`src/rtl/assert_macros.svh`:
```
// Assertion macros shared by the run-length encoder RTL.
// Needs nothing else; included inside module bodies that check their own logic.
`ifndef ASSERT_MACROS_SVH
`define ASSERT_MACROS_SVH

// Same-cycle implication, disabled while reset is high.
`define BMR_ASSERT_NOW(lbl, clk, rst, ante, cons) \
  lbl: assert property (@(posedge clk) disable iff (rst) (ante) |-> (cons)) \
    else $error("run-length encoder check failed");

// Next-cycle implication, disabled while reset is high.
`define BMR_ASSERT_NEXT(lbl, clk, rst, ante, cons) \
  lbl: assert property (@(posedge clk) disable iff (rst) (ante) |=> (cons)) \
    else $error("run-length encoder check failed");

`endif

```
`src/rtl/bmr_pkg.sv`:
```
// Package of the bit map run-length encoder: sizes, run and batch types, saturation.
// Depends on nothing; used by bmr_scan.sv, bmr_drain.sv and the core.
`timescale 1ns / 1ps

package bmr_pkg;

  // Map geometry and run length limit.
  localparam int MAP_BYTES     = 1024;
  localparam int BITS_PER_BYTE = 8;
  localparam int LEN_W         = 14;
  localparam int LEN_CAP       = 16383;
  localparam int RUN_MAX_I     = (MAP_BYTES * BITS_PER_BYTE > LEN_CAP) ?
                                 LEN_CAP : MAP_BYTES * BITS_PER_BYTE;
  localparam logic [LEN_W-1:0] RUN_MAX = LEN_W'(RUN_MAX_I);

  // One byte can close up to eight runs, plus the final run of the map.
  localparam int MAX_RUNS = BITS_PER_BYTE + 1;
  localparam int CNT_W    = 4;

  typedef struct packed {
    logic [LEN_W-1:0] run_length;
    logic             run_value;
    logic             last_run;
  } run_t;

  // All runs produced by one byte, in output order.
  typedef struct packed {
    run_t [MAX_RUNS-1:0] runs;
    logic [CNT_W-1:0]    count;
  } batch_t;

  // Length plus a small increment, held at the maximum run length.
  function automatic logic [LEN_W-1:0] sat_len(input logic [LEN_W:0] sum);
    logic [LEN_W-1:0] res;
    res = (sum > {1'b0, RUN_MAX}) ? RUN_MAX : sum[LEN_W-1:0];
    return res;
  endfunction

endpackage

```
`src/rtl/bmr_if.sv`:
```
// Valid/ready channel interfaces of the bit map run-length encoder.
// Depends on nothing; the map byte channel and the run channel.
`timescale 1ns / 1ps

interface bmr_in_if;
  logic       valid;
  logic       ready;
  logic [7:0] map_byte;
  logic       last_byte;

  modport source (output valid, output map_byte, output last_byte, input ready);
  modport sink   (input valid, input map_byte, input last_byte, output ready);
endinterface

interface bmr_out_if;
  logic        valid;
  logic        ready;
  logic [13:0] run_length;
  logic        run_value;
  logic        last_run;

  modport source (output valid, output run_length, output run_value, output last_run,
                  input ready);
  modport sink   (input valid, input run_length, input run_value, input last_run,
                  output ready);
endinterface

```
`src/rtl/bmr_scan.sv`:
```
// Input register, open-run state and the single-pass run finder for one map byte.
// Depends on bmr_pkg, bmr_if.sv and assert_macros.svh.
`timescale 1ns / 1ps

module bmr_scan (
  input  logic           clk,
  input  logic           rst,
  bmr_in_if.sink         map_in,
  output bmr_pkg::batch_t batch,
  output logic           batch_valid,
  input  logic           batch_ready
);
  import bmr_pkg::*;

  `include "assert_macros.svh"

  logic                     in_valid;
  logic [BITS_PER_BYTE-1:0] in_byte;
  logic                     in_last;
  logic                     started;
  logic                     cur_val;
  logic [LEN_W-1:0]         cur_len;

  logic                     fire;
  logic                     started_next;
  logic                     cur_val_next;
  logic [LEN_W-1:0]         cur_len_next;

  logic                     prev_bit;
  logic                     this_bit;
  logic [LEN_W-1:0]         carry;
  logic [CNT_W-1:0]         k;
  logic [CNT_W-1:0]         start_pos;
  logic [CNT_W-1:0]         first_pos;
  logic [LEN_W-1:0]         tail_len;

  assign fire         = in_valid && batch_ready;
  assign batch_valid  = in_valid;
  assign map_in.ready = !in_valid || fire;

  // Input register: holds one byte until the batch stage takes it.
  always_ff @(posedge clk) begin
    if (rst) begin
      in_valid <= 1'b0;
    end else if (map_in.ready) begin
      in_valid <= map_in.valid;
    end
    if (map_in.ready && map_in.valid) begin
      in_byte <= map_in.map_byte;
      in_last <= map_in.last_byte;
    end
  end

  // Find every value change in the byte and the runs it closes.
  always_comb begin
    batch     = '0;
    k         = '0;
    start_pos = '0;
    first_pos = '0;
    carry     = started ? cur_len : '0;
    prev_bit  = started ? cur_val : in_byte[0];
    for (int i = 0; i < BITS_PER_BYTE; i++) begin
      this_bit = in_byte[i];
      if (this_bit != prev_bit) begin
        if (k == '0) begin
          first_pos = CNT_W'(i);
        end
        batch.runs[k].run_length = LEN_W'(CNT_W'(i) - start_pos);
        batch.runs[k].run_value  = prev_bit;
        batch.runs[k].last_run   = 1'b0;
        k         = k + CNT_W'(1);
        start_pos = CNT_W'(i);
      end
      prev_bit = this_bit;
    end
    // The first closed run continues the run left open by earlier bytes.
    if (k != '0) begin
      batch.runs[0].run_length = sat_len({1'b0, carry} + (LEN_W + 1)'(first_pos));
      tail_len = LEN_W'(CNT_W'(BITS_PER_BYTE) - start_pos);
    end else begin
      tail_len = sat_len({1'b0, carry} + (LEN_W + 1)'(BITS_PER_BYTE));
    end
    // The open run goes out as the final one on the last byte.
    if (in_last) begin
      batch.runs[k].run_length = tail_len;
      batch.runs[k].run_value  = in_byte[BITS_PER_BYTE-1];
      batch.runs[k].last_run   = 1'b1;
      k = k + CNT_W'(1);
    end
    batch.count = k;
  end

  // Open-run state after this byte; a map end returns to the start state.
  always_comb begin
    if (in_last) begin
      started_next = 1'b0;
      cur_val_next = 1'b0;
      cur_len_next = '0;
    end else begin
      started_next = 1'b1;
      cur_val_next = in_byte[BITS_PER_BYTE-1];
      cur_len_next = tail_len;
    end
  end

  always_ff @(posedge clk) begin
    if (rst) begin
      started <= 1'b0;
      cur_val <= 1'b0;
      cur_len <= '0;
    end else if (fire) begin
      started <= started_next;
      cur_val <= cur_val_next;
      cur_len <= cur_len_next;
    end
  end

  // The open run is empty exactly when no run is open, and never exceeds the cap.
  `BMR_ASSERT_NOW(a_idle_len, clk, rst, !started, cur_len == '0)
  `BMR_ASSERT_NOW(a_open_len, clk, rst, started, (cur_len != '0) && (cur_len <= RUN_MAX))
  `BMR_ASSERT_NEXT(a_map_end, clk, rst, fire && in_last, !started)
  `BMR_ASSERT_NOW(a_batch_cnt, clk, rst, in_valid, batch.count <= CNT_W'(MAX_RUNS))

endmodule

```
`src/rtl/bmr_drain.sv`:
```
// Batch register that holds the runs of one byte and sends them one beat at a time.
// Depends on bmr_pkg, bmr_if.sv and assert_macros.svh.
`timescale 1ns / 1ps

module bmr_drain (
  input  logic            clk,
  input  logic            rst,
  input  bmr_pkg::batch_t batch_in,
  input  logic            batch_valid,
  output logic            batch_ready,
  bmr_out_if.source       run_out
);
  import bmr_pkg::*;

  `include "assert_macros.svh"

  logic             held;
  run_t [MAX_RUNS-1:0] runs;
  logic [CNT_W-1:0] count;
  logic [CNT_W-1:0] idx;

  logic             out_fire;
  logic             at_end;
  logic             load;
  run_t             cur_run;

  assign out_fire    = held && run_out.ready;
  assign at_end      = (idx == count - CNT_W'(1));
  assign batch_ready = !held || (out_fire && at_end);
  assign load        = batch_valid && batch_ready && (batch_in.count != '0);

  assign cur_run            = runs[idx];
  assign run_out.valid      = held;
  assign run_out.run_length = cur_run.run_length;
  assign run_out.run_value  = cur_run.run_value;
  assign run_out.last_run   = cur_run.last_run;

  // Load a new batch when the old one is gone or leaves with this beat.
  always_ff @(posedge clk) begin
    if (rst) begin
      held <= 1'b0;
      idx  <= '0;
    end else if (load) begin
      held <= 1'b1;
      idx  <= '0;
    end else if (out_fire) begin
      if (at_end) begin
        held <= 1'b0;
        idx  <= '0;
      end else begin
        idx <= idx + CNT_W'(1);
      end
    end
    if (load) begin
      runs  <= batch_in.runs;
      count <= batch_in.count;
    end
  end

  // A held batch is never empty and the read index stays inside it.
  `BMR_ASSERT_NOW(a_held_cnt, clk, rst, held, (count != '0) && (idx < count))
  `BMR_ASSERT_NEXT(a_keep_batch, clk, rst, out_fire && !at_end, held)
  `BMR_ASSERT_NOW(a_last_at_end, clk, rst, held && cur_run.last_run, at_end)

endmodule

```
`src/rtl/bit_map_run_length_encoder_core.sv`:
```
// Bit map run-length encoder: takes map bytes, bit 0 first, and gives runs of equal bits.
// An input byte is taken every cycle while each byte yields at most one run and the run port
// is ready. A byte that yields n runs (up to eight value changes, plus the final run on the
// byte marked last) sends them one by one on the single run port; the byte behind it waits in
// the input register. A byte passes the input and batch registers before its first run
// goes out. Run lengths saturate at MAP_BYTES*8 held to 16383; after the last byte the block
// is back in its start state. Depends on bmr_pkg, bmr_if.sv, bmr_scan and bmr_drain.
`timescale 1ns / 1ps

module bit_map_run_length_encoder_core (
  input  logic      clk,
  input  logic      rst,
  bmr_in_if.sink    map_in,
  bmr_out_if.source run_out
);
  import bmr_pkg::*;

  batch_t batch;
  logic   batch_valid;
  logic   batch_ready;

  // Input register and run finder.
  bmr_scan u_scan (
    .clk         (clk),
    .rst         (rst),
    .map_in      (map_in),
    .batch       (batch),
    .batch_valid (batch_valid),
    .batch_ready (batch_ready)
  );

  // Batch register and run output.
  bmr_drain u_drain (
    .clk         (clk),
    .rst         (rst),
    .batch_in    (batch),
    .batch_valid (batch_valid),
    .batch_ready (batch_ready),
    .run_out     (run_out)
  );

endmodule
```
`src/flat_wrapper.sv`:
```
// flat-port wrapper written by rule: the top's interface ports become plain ports
module bit_map_run_length_encoder_core_flat import bmr_pkg::*;
  (clk, rst, map_in_valid, map_in_map_byte, map_in_last_byte, map_in_ready, run_out_valid, run_out_run_length, run_out_run_value, run_out_last_run, run_out_ready);
  bmr_in_if map_in_i ();
  bmr_out_if run_out_i ();
  input  logic clk;
  input  logic rst;
  input wire logic [$bits(map_in_i.valid)-1:0] map_in_valid;
  input wire logic [$bits(map_in_i.map_byte)-1:0] map_in_map_byte;
  input wire logic [$bits(map_in_i.last_byte)-1:0] map_in_last_byte;
  output wire logic [$bits(map_in_i.ready)-1:0] map_in_ready;
  output wire logic [$bits(run_out_i.valid)-1:0] run_out_valid;
  output wire logic [$bits(run_out_i.run_length)-1:0] run_out_run_length;
  output wire logic [$bits(run_out_i.run_value)-1:0] run_out_run_value;
  output wire logic [$bits(run_out_i.last_run)-1:0] run_out_last_run;
  input wire logic [$bits(run_out_i.ready)-1:0] run_out_ready;
  assign map_in_i.valid = map_in_valid;
  assign map_in_i.map_byte = map_in_map_byte;
  assign map_in_i.last_byte = map_in_last_byte;
  assign map_in_ready = map_in_i.ready;
  assign run_out_valid = run_out_i.valid;
  assign run_out_run_length = run_out_i.run_length;
  assign run_out_run_value = run_out_i.run_value;
  assign run_out_last_run = run_out_i.last_run;
  assign run_out_i.ready = run_out_ready;
  bit_map_run_length_encoder_core u_core (.clk(clk), .rst(rst), .map_in(map_in_i), .run_out(run_out_i));
endmodule
```
`config.mk`:
```
export PLATFORM = sky130hd
export DESIGN_NAME = bit_map_run_length_encoder_core_flat
export DESIGN_NICKNAME = d
export VERILOG_FILES = /design/src/rtl/bmr_pkg.sv /design/src/rtl/bmr_if.sv /design/src/rtl/bmr_scan.sv /design/src/rtl/bmr_drain.sv /design/src/rtl/bit_map_run_length_encoder_core.sv /design/src/flat_wrapper.sv
export VERILOG_INCLUDE_DIRS = /design/src /design/src/rtl
export SDC_FILE = /design/constraint.sdc
export NUM_CORES = 1
export LEC_CHECK = 0
export BUFFER_PORTS_ARGS = -buffer_cell sky130_fd_sc_hd__buf_2
export CAP_MARGIN = 20
export CORE_ASPECT_RATIO = 1.4
export CORE_MARGIN = 2
export CORE_UTILIZATION = 41
export CTS_BUF_LIST = sky130_fd_sc_hd__clkbuf_16
export CTS_CLUSTER_SIZE = 20
export DETAILED_ROUTE_END_ITERATION = 6
export PLACE_DENSITY_LB_ADDON = 0.12
export SLEW_MARGIN = 10
export SYNTH_ARGS = -nofsm -noshare
export SYNTH_HDL_FRONTEND = slang
export SYNTH_SLANG_ARGS = --single-unit
export TNS_END_PERCENT = 20
```
`constraint.sdc`:
```
create_clock -name clk -period 21.3 [get_ports clk]
set_clock_uncertainty 0.1 [all_clocks]
set_input_delay 6.39 -clock clk [delete_from_list [all_inputs] [get_ports clk]]
set_output_delay 6.39 -clock clk [all_outputs]
set_load 0.005 [all_outputs]
```
==> reports/metrics.cfg <==
[timing]
period_share = 0.673
finalHoldViolCount = 0
worst_slack_ps = 6970
finalSetupViolations = 0
drv_slew = 0
slew_headroom = 0.364
tightest_slew_ps = 954
grt_setup_unrepaired = false
hold_slack_ps = 368
tns_ps = 0
fmax_ghz = 0.0698
period_needed_ps = 14330

[setup_path]
critPathMaxStageDelay_ps = 420
cpLargestDelayFamily = simple AND/OR/NAND/NOR gates
r2r-end = u_core.u_drain.runs[3]
cp_data_arrival_time_ps = 7840
crit_path_max_fanout = 4
cp_data_required_time_ps = 14810
r2r_setup_slack_ps = 10100
crit_chain = buf_2, nand2_1, nor2_1, o21ai_0, a2111oi_0, nand2b_1, inv_1, nand2_1, buf_2
crit_buf_inv = 3
r2r_cells = 38
crit_slowest_cell = a2111oi_0
worstSetupPathType = primary input to primary output
endpoint_kind = primary output
r2r-start = u_core.u_scan.started
start_kind = primary input

[placement]
dp_slack_ps = 7020
dp_hpwl_um = 27200
placed_area_um2 = 13000
port_buffers = 30
place.gp.congestion = 0.961
placedCellCount = 1648

[synthesis]
synth_seq_cells = 179
synth_edf_count = 157
avgSynthCellArea_um2 = 9.63
synthCells = 1303
ys_seq_area_frac = 0.411
async_reset_ff_frac = 0
netlist_area_um2 = 12600
synth_ff_type = edfxtp_1
yosysUniqueCellTypes = 86
yosysWarnings = 0

[hold_path]
hp-class = register to register
hold_end = u_core.u_scan.cur_len[2]
whs_path_depth = 2
min-delay-start = u_core.u_scan.cur_len[2]

[route]
drt_iter0_drc = 796
num_vias = 9977
totalWireLength_um = 37300
post_drt_wl_per_cell_um = 22.2
routed_via_density = 5.93
first_pass_iters = 5
drcViolationCount = 0
drtAntennaViolNets = 0

[clock_network]
post-cts-setup-buffer-count = 0
clock_path_buffers = 2
clk_pin_slew_ps = 70
h-tree-depth = 4
tritoncts = built
cts_resized = 0
clk_latency_ps = 450
hold_buffers = 0
clockRootBuffer = clkbuf_16
cts_sinks = 179
cts-buffers-inserted = 17

[cells_and_area]
final_common_cell = edfxtp_1
fin_cells = 1682
diodes = 0
syn_to_final_growth_pct = 7.87
fin_util = 0.451
final_cell_mix = edfxtp_1 (157), nand2_1 (138), nor2_1 (119), o21ai_0 (63), a21oi_1 (53)
layout-drive-gt1-share = 0.120
stdcell_area_um2 = 13500
final_nets = 1334

[power_and_ir_drop]
p_leak_nw = 4.97
powerDensity_nw_per_um2 = 102
finalPower_mw = 1.38
irDropWorstVdd_v = 0.0000617

[global_routing]
track_usage = 0.238
grt_pass1_vias = 10100
grt_pass1_wl_um = 59300
grt_start_max_net_pins = 79
grt_overflow = 0
antenna_found_initial = 0

[floorplanning]
initial_core_util = 0.418
die-area_um2 = 32100
dieHeight_um = 211
ios = 31
core_um2 = 30000
fp.dieW_um = 152
rows = 75

[run_status]
status = finished, final reports clean

[flow_run]
cap_viol_max_count = 0

## report_power, final
part           internal, mW  switching, mW
Combinational         0.202          0.405
Sequential            0.463         0.0193
Clock                 0.160          0.134
Total                 0.824          0.558
## worst max path at each step
stage | start | endpoint | slack, ps | cells past startpoint
after floorplan | run_out_ready | u_core.u_drain.count[0] | 5650 | 9
after global placement | run_out_ready | map_in_ready | 7060 | 9
after detailed placement | run_out_ready | map_in_ready | 7020 | 9
after CTS | run_out_ready | map_in_ready | 7000 | 9
after global routing | run_out_ready | map_in_ready | 6750 | 9
final | run_out_ready | map_in_ready | 6970 | 9
## final cells by class
class / instances / area, um2
clock buffers: 17 / 425
clock inverters: 15 / 116
fillers: 2952 / 16500
inverters: 53 / 199
multi-input cells: 980 / 6840
flip-flops and latches: 179 / 5160
well taps: 385 / 482
repair buffers: 53 / 327
## registers in the layout, indices dropped and copies added, names as in the netlist
signal                        flops
u_core.u_scan.started             1
u_core.u_scan.cur_val             1
u_core.u_scan.in_byte             8
u_core.u_scan.in_last             1
u_core.u_drain.idx                4
u_core.u_scan.batch_valid         1
u_core.u_drain.count              4
u_core.u_drain.runs             144
u_core.u_drain.run_out.valid      1
u_core.u_scan.cur_len            14
## worst register-to-register path, delay by kind of cell (launching register included)
kind                     cells  cell delay (ps)
flip-flops                   1              310
buffers and inverters        7             1280
multiplexers                 1              410
adder cells (fa/ha/maj)      8             3470
XOR/XNOR                     4              820
AO/OA/AOI/OAI                8             2220
AND/OR/NAND/NOR             10             2340
## metal layers
layer,up-vias,track usage,part of all wire,routed length [um]
li1,4835,-,-,-
met1,4809,0.295,0.42,15600
met2,263,0.423,0.51,19100
met3,70,0.0316,0.039,1470
met4,0,0.0896,0.030,1130
met5,-,0,0,0
## cell families (layout without fill, tap and decap cells)
family / count (synthesis) / after routing / synth area share
and+or+nand+nor: 487 / 487 / 0.189
DFF: 179 / 179 / 0.411
buffers and inverters: 148 / 138 / 0.0478
xor gates and xnor gates: 63 / 63 / 0.0490
muxes: 95 / 95 / 0.109
AOI/OAI and AO/OA: 293 / 293 / 0.157
other: 1 / 5 / 0.000299
adders and majority gates: 37 / 37 / 0.0375
## synth_stat cells, types with 8 or more instances
cell	count	share of area
nand4_1	21	0.010
mux2_2	10	0.0090
nor2_1	119	0.036
a21o_1	8	0.0048
or3_1	20	0.010
o21ai_0	63	0.025
o221ai_1	12	0.0084
edfxtp_1	157	0.38
dfxtp_1	22	0.035
nand2_1	138	0.041
nand2b_1	19	0.0095
and3_1	29	0.014
mux2i_1	52	0.041
nand3_1	45	0.018
a21oi_1	54	0.022
nor4_1	15	0.0075
o211ai_1	28	0.017
xor2_1	14	0.0098
o22ai_1	12	0.0060
a31oi_1	15	0.0075
a211oi_1	11	0.0066
o21ai_1	11	0.0044
buf_2	18	0.0072
inv_1	48	0.014
xnor2_1	43	0.030
o31ai_1	18	0.011
nor3_1	32	0.013
clkbuf_1	62	0.019
mux4_2	32	0.057
buf_1	9	0.0027
ha_1	36	0.036
(Power assumes the default switching activity.)
